--- src/fds_pkg.sv ---
// Shared types and codes for the FOP-1 directive handler.
`timescale 1ns / 1ps
package fds_pkg;

	// Directive codes
	localparam logic [3:0] OP_INIT_NO_CLCW = 4'd0;
	localparam logic [3:0] OP_INIT_CLCW    = 4'd1;
	localparam logic [3:0] OP_INIT_UNLOCK  = 4'd2;
	localparam logic [3:0] OP_INIT_SET_VR  = 4'd3;
	localparam logic [3:0] OP_TERMINATE    = 4'd4;
	localparam logic [3:0] OP_RESUME       = 4'd5;
	localparam logic [3:0] OP_SET_VS       = 4'd6;
	localparam logic [3:0] OP_SET_WINDOW   = 4'd7;
	localparam logic [3:0] OP_SET_T1       = 4'd8;
	localparam logic [3:0] OP_SET_LIMIT    = 4'd9;
	localparam logic [3:0] OP_SET_TIMEOUT  = 4'd10;
	localparam logic [3:0] OP_SET_SUSPEND  = 4'd11;

	// FOP states
	localparam logic [2:0] ST_INITIAL   = 3'd0;
	localparam logic [2:0] ST_ACTIVE    = 3'd1;
	localparam logic [2:0] ST_RETX_NOW  = 3'd2;
	localparam logic [2:0] ST_RETX_WAIT = 3'd3;
	localparam logic [2:0] ST_INIT_NOBC = 3'd4;
	localparam logic [2:0] ST_INIT_BC   = 3'd5;

	// Suspend states that a resume restores
	localparam logic [2:0] SS_NONE      = 3'd0;
	localparam logic [2:0] SS_ACTIVE    = 3'd1;
	localparam logic [2:0] SS_RETX_NOW  = 3'd2;
	localparam logic [2:0] SS_RETX_WAIT = 3'd3;
	localparam logic [2:0] SS_INIT_NOBC = 3'd4;

	// BC frame kinds
	localparam logic [1:0] BC_NONE   = 2'd0;
	localparam logic [1:0] BC_UNLOCK = 2'd1;
	localparam logic [1:0] BC_SET_VR = 2'd2;

	typedef struct packed {
		logic [3:0]  operation;
		logic [7:0]  channel;
		logic [31:0] directive_value;
		logic        bc_out_ready;
	} request_t;

	typedef struct packed {
		logic       accepted;
		logic       rejected;
		logic       confirmed;
		logic       alert_terminate;
		logic       initialized;
		logic       timer_started;
		logic [1:0] bc_frame_kind;
		logic [7:0] bc_vr_value;
		logic       channel_invalid;
		logic [2:0] fop_state_out;
	} result_t;

	// One channel entry of the state memory
	typedef struct packed {
		logic [2:0]  fop_state;
		logic [2:0]  suspend_state;
		logic [7:0]  send_sequence;
		logic [7:0]  expected_ack;
		logic [7:0]  window_width;
		logic [31:0] timer_initial;
		logic [31:0] transmit_limit;
		logic [7:0]  timeout_type;
	} entry_t;

	// Outcome of one directive: result, updated entry and write strobe
	typedef struct packed {
		result_t res;
		entry_t  next;
		logic    write;
	} decision_t;

endpackage

--- src/fds_decide.sv ---
// Directive decision logic: checks one channel entry and builds its update.
`timescale 1ns / 1ps
module fds_decide
	import fds_pkg::*;
(
	input  request_t  request,
	input  logic      in_range,
	input  entry_t    entry,
	output decision_t decision
);

	logic [7:0] lo;
	logic       init_ok;
	logic       bc_ok;

	assign lo      = request.directive_value[7:0];
	assign init_ok = (entry.fop_state == ST_INITIAL);
	assign bc_ok   = init_ok && request.bc_out_ready;

	// Decode the directive against the stored state
	always_comb begin
		decision       = '0;
		decision.next  = entry;
		decision.write = in_range;
		unique case (request.operation)
			OP_INIT_NO_CLCW: begin
				if (init_ok) begin
					decision.res.accepted      = 1'b1;
					decision.res.initialized   = 1'b1;
					decision.res.confirmed     = 1'b1;
					decision.next.suspend_state = SS_NONE;
					decision.next.fop_state    = ST_ACTIVE;
				end else begin
					decision.res.rejected = 1'b1;
				end
			end
			OP_INIT_CLCW: begin
				if (init_ok) begin
					decision.res.accepted      = 1'b1;
					decision.res.initialized   = 1'b1;
					decision.res.timer_started = 1'b1;
					decision.next.suspend_state = SS_NONE;
					decision.next.fop_state    = ST_INIT_NOBC;
				end else begin
					decision.res.rejected = 1'b1;
				end
			end
			OP_INIT_UNLOCK: begin
				if (bc_ok) begin
					decision.res.accepted      = 1'b1;
					decision.res.initialized   = 1'b1;
					decision.res.bc_frame_kind = BC_UNLOCK;
					decision.next.suspend_state = SS_NONE;
					decision.next.fop_state    = ST_INIT_BC;
				end else begin
					decision.res.rejected = 1'b1;
				end
			end
			OP_INIT_SET_VR: begin
				if (bc_ok) begin
					decision.res.accepted      = 1'b1;
					decision.res.initialized   = 1'b1;
					decision.res.bc_frame_kind = BC_SET_VR;
					decision.res.bc_vr_value   = lo;
					decision.next.suspend_state = SS_NONE;
					decision.next.expected_ack = lo;
					decision.next.send_sequence = lo;
					decision.next.fop_state    = ST_INIT_BC;
				end else begin
					decision.res.rejected = 1'b1;
				end
			end
			OP_TERMINATE: begin
				decision.res.accepted        = 1'b1;
				decision.res.confirmed       = 1'b1;
				decision.res.alert_terminate = !init_ok;
				decision.next.fop_state      = ST_INITIAL;
			end
			OP_RESUME: begin
				// Restore the state that the suspend recorded
				decision.res.accepted      = 1'b1;
				decision.res.timer_started = 1'b1;
				decision.res.confirmed     = 1'b1;
				decision.next.suspend_state = SS_NONE;
				unique case (entry.suspend_state)
					SS_ACTIVE:    decision.next.fop_state = ST_ACTIVE;
					SS_RETX_NOW:  decision.next.fop_state = ST_RETX_NOW;
					SS_RETX_WAIT: decision.next.fop_state = ST_RETX_WAIT;
					SS_INIT_NOBC: decision.next.fop_state = ST_INIT_NOBC;
					default: begin
						// not suspended, or an undefined code: reject, keep entry
						decision.res  = '0;
						decision.res.rejected = 1'b1;
						decision.next = entry;
					end
				endcase
			end
			OP_SET_VS: begin
				if (init_ok && entry.suspend_state == SS_NONE) begin
					decision.res.accepted       = 1'b1;
					decision.res.confirmed      = 1'b1;
					decision.next.send_sequence = lo;
					decision.next.expected_ack  = lo;
				end else begin
					decision.res.rejected = 1'b1;
				end
			end
			OP_SET_WINDOW: begin
				decision.res.accepted      = 1'b1;
				decision.res.confirmed     = 1'b1;
				decision.next.window_width = lo;
			end
			OP_SET_T1: begin
				decision.res.accepted       = 1'b1;
				decision.res.confirmed      = 1'b1;
				decision.next.timer_initial = request.directive_value;
			end
			OP_SET_LIMIT: begin
				decision.res.accepted        = 1'b1;
				decision.res.confirmed       = 1'b1;
				decision.next.transmit_limit = request.directive_value;
			end
			OP_SET_TIMEOUT: begin
				decision.res.accepted      = 1'b1;
				decision.res.confirmed     = 1'b1;
				decision.next.timeout_type = lo;
			end
			OP_SET_SUSPEND: begin
				decision.next.suspend_state = request.directive_value[2:0];
			end
			default: begin
				decision.res.rejected = 1'b1;
			end
		endcase

		decision.res.fop_state_out = decision.next.fop_state;

		// Drop everything for a channel outside the table
		if (!in_range) begin
			decision.res                 = '0;
			decision.res.channel_invalid = 1'b1;
			decision.write               = 1'b0;
		end
	end

endmodule

--- config.mk ---
export PLATFORM = sky130hd
export DESIGN_NAME = fds_decide
export DESIGN_NICKNAME = d
export VERILOG_FILES = /design/src/fds_pkg.sv /design/src/fds_decide.sv
export SDC_FILE = /design/constraint.sdc
export NUM_CORES = 1
export LEC_CHECK = 0
export ABC_AREA = 1
export BUFFER_PORTS_ARGS = -buffer_cell sky130_fd_sc_hd__buf_2
export CAP_MARGIN = 0
export CORE_AREA = 5 5 101 103
export DETAILED_ROUTE_END_ITERATION = 10
export DIE_AREA = 0 0 106 108
export SLEW_MARGIN = 5
export SYNTH_ARGS = -nofsm -noshare
export SYNTH_HDL_FRONTEND = slang
export SYNTH_SLANG_ARGS = --single-unit
--- constraint.sdc ---
create_clock -name vclk -period 3.2
set_input_delay 0.64 -clock vclk [all_inputs]
set_output_delay 0.64 -clock vclk [all_outputs]
set_load 0.05 [all_outputs]
==> metrics <==
Core Box Area=0.00911 mm^2; width of the die=106 um; post-synth top area share=26.6%; Initial Util=21.7%; Post-DP HPWL=9680 um; Pre-antenna DRT Iters=5; drt via density=4.70; FMAX=0.364 GHz; Avg Inst Size Synth=4.67 um^2; setup violators final=0; Worst Hold Class=input pin to output pin; critical path peak fanout=25; area leader, netlist=o21ai_0; critical path class=input pin to output pin; # diodes=0; Buffers on Ports=263; Die H=108 um; final core occ=36.9%; Sw Ratio=74.8%; pin count of the biggest net entering global routing=65; commonest cells in the synthesized netlist=nand2_1 (136), o21ai_0 (105), inv_1 (55), nor2_1 (29), o21ai_1 (14); Multi-input gate area=0.00162 mm^2; met2 Use GR=31.5%; synthesized area=0.00198 mm^2; min setup slack post-route=0.451 ns; post-synthesis sequential area ratio=0%; initial antenna violation count=2; period utilization=85.9%; vias=3668; pre-CTS setup slack=0.453 ns; Critical Path Most Common Cell=buf_2; final antenna-violating net count=0; hold violation total from the final report=0; Slew headroom=67.0%; Worst Tran Pin Value=0.494 ns; FILL cells=1069; Slew Limit Fails=0; share of cells above drive strength 1=43.6%; Arrival @ worst endpoint=2.11 ns; Slowest-stage cell, CP=inv_2; Wirelength per Cell=14.4 um; crit path buf inv count=4; Post-CTS Setup Inserts=0; Clock Power Share=0%; Area Overhead vs Synth=70.0%; GR peak layer=met2; Detailed Route WL=11200 um; DR iter-0 viols=262; Post-CTS Hold Fix Bufs=0; GR Layer Usage met1=21.8%; combinational share of power=100.0%; syn_nets=572; critical path startpoint category=input pin; Pleak=2.23 nW; setup TNS=0 ns; worst-path cell chain=buf_2 > nor2_1 > nand2_1 > inv_1 > nand2_2 > inv_2 > a21oi_1 > o21ai_0 > o21ai_1 > buf_2; cell family with most CP delay=buffers and inverters; Ports=271; global-route wire length before repair=16500 um; post-CTS sizing=0; Net Switching=0.555 mW; max_cap viols=0; cell count after synthesis=424; total area of sequential cells=0 um^2; Synth cell types=23; WP data required=2.56 ns; Worst path max stage delay=0.29 ns; sequential cell count=0; Int Power=0.187 mW; vias in the first global route=3231; Nets=820; GRT Overall Usage=17.3%; Worst Setup End Kind=output pin; PwrDens=221 mW/mm^2; count leader, synth=nand2_1; RePlAce Congestion=0.858; Remaining DRCs=0; die area=0.0114 mm^2; row cnt=35; YS warnings=0; grt total ovfl=0; RSZ-0062 raised after global routing=false; Worst VDD drop=0.0905 mV; Reg power frac=0%; M3 GR Usage=3.76%; synth top area cells=o21ai_0 (27%), nand2_1 (26%), inv_1 (10%); Clock buffer cells=0; crit path time final=2.75 ns; status=complete, no violations
## stage by stage
step           hold slack [ns]  cells  power (mW)  instance area, um^2
2_1_floorplan             1.45    424       0.515                 1980
3_3_place_gp              1.63    781       0.741                 3360
3_5_place_dp              1.63    781       0.744                 3360
4_1_cts                   1.63    781       0.746                 3360
5_1_grt                   1.64    781       0.793                 3360
6_report                  1.63    781       0.742                 3360
## cells by family (layout without fill, tap and decap cells)
family,Yosys count,after routing,share of synthesized area (%)
buf+inv,84,330,18.2
compound gates,148,148,39.5
simple gates,192,192,42.3
## layout make-up
cell class,instances,share of cell area [%]
repair buffers,266,40.6
multi-input cells,340,48.2
inverters,64,7.15
well taps,111,4.13
## power by group through the flow
stage	registers, mW	clock network (mW)	logic (mW)
CTS	0	0	0.746
finish	0	0	0.742
global placement	0	0	0.741
global route	0	0	0.793
detailed placement	0	0	0.744
floorplan	0	0	0.515
## cells in the final DEF (no fill, tap or decap), drive strengths merged
cell | netlist | layout
o22ai | 1 | 1
nor3 | 3 | 3
a31oi | 11 | 11
nand3 | 10 | 10
nand4 | 2 | 2
nor2 | 33 | 33
nand2 | 144 | 144
o211ai | 6 | 6
o21ai | 120 | 120
buf | 13 | 266
inv | 64 | 64
a21oi | 10 | 10
## routing by layer
layer | up-vias | part of all wire (%)
met5 | - | 0.19
met4 | 4 | 1.1
met3 | 12 | 9.7
met2 | 175 | 50
met1 | 1607 | 39
li1 | 1870 | -
## final timing paths
path | startpoint | endpoint | slack, ns | depth (start not counted)
max | entry[100] | decision[88] | 0.45 | 10
min | in_range | decision[0] | 1.63 | 2
Note: power is estimated with default switching activity, not from simulation.
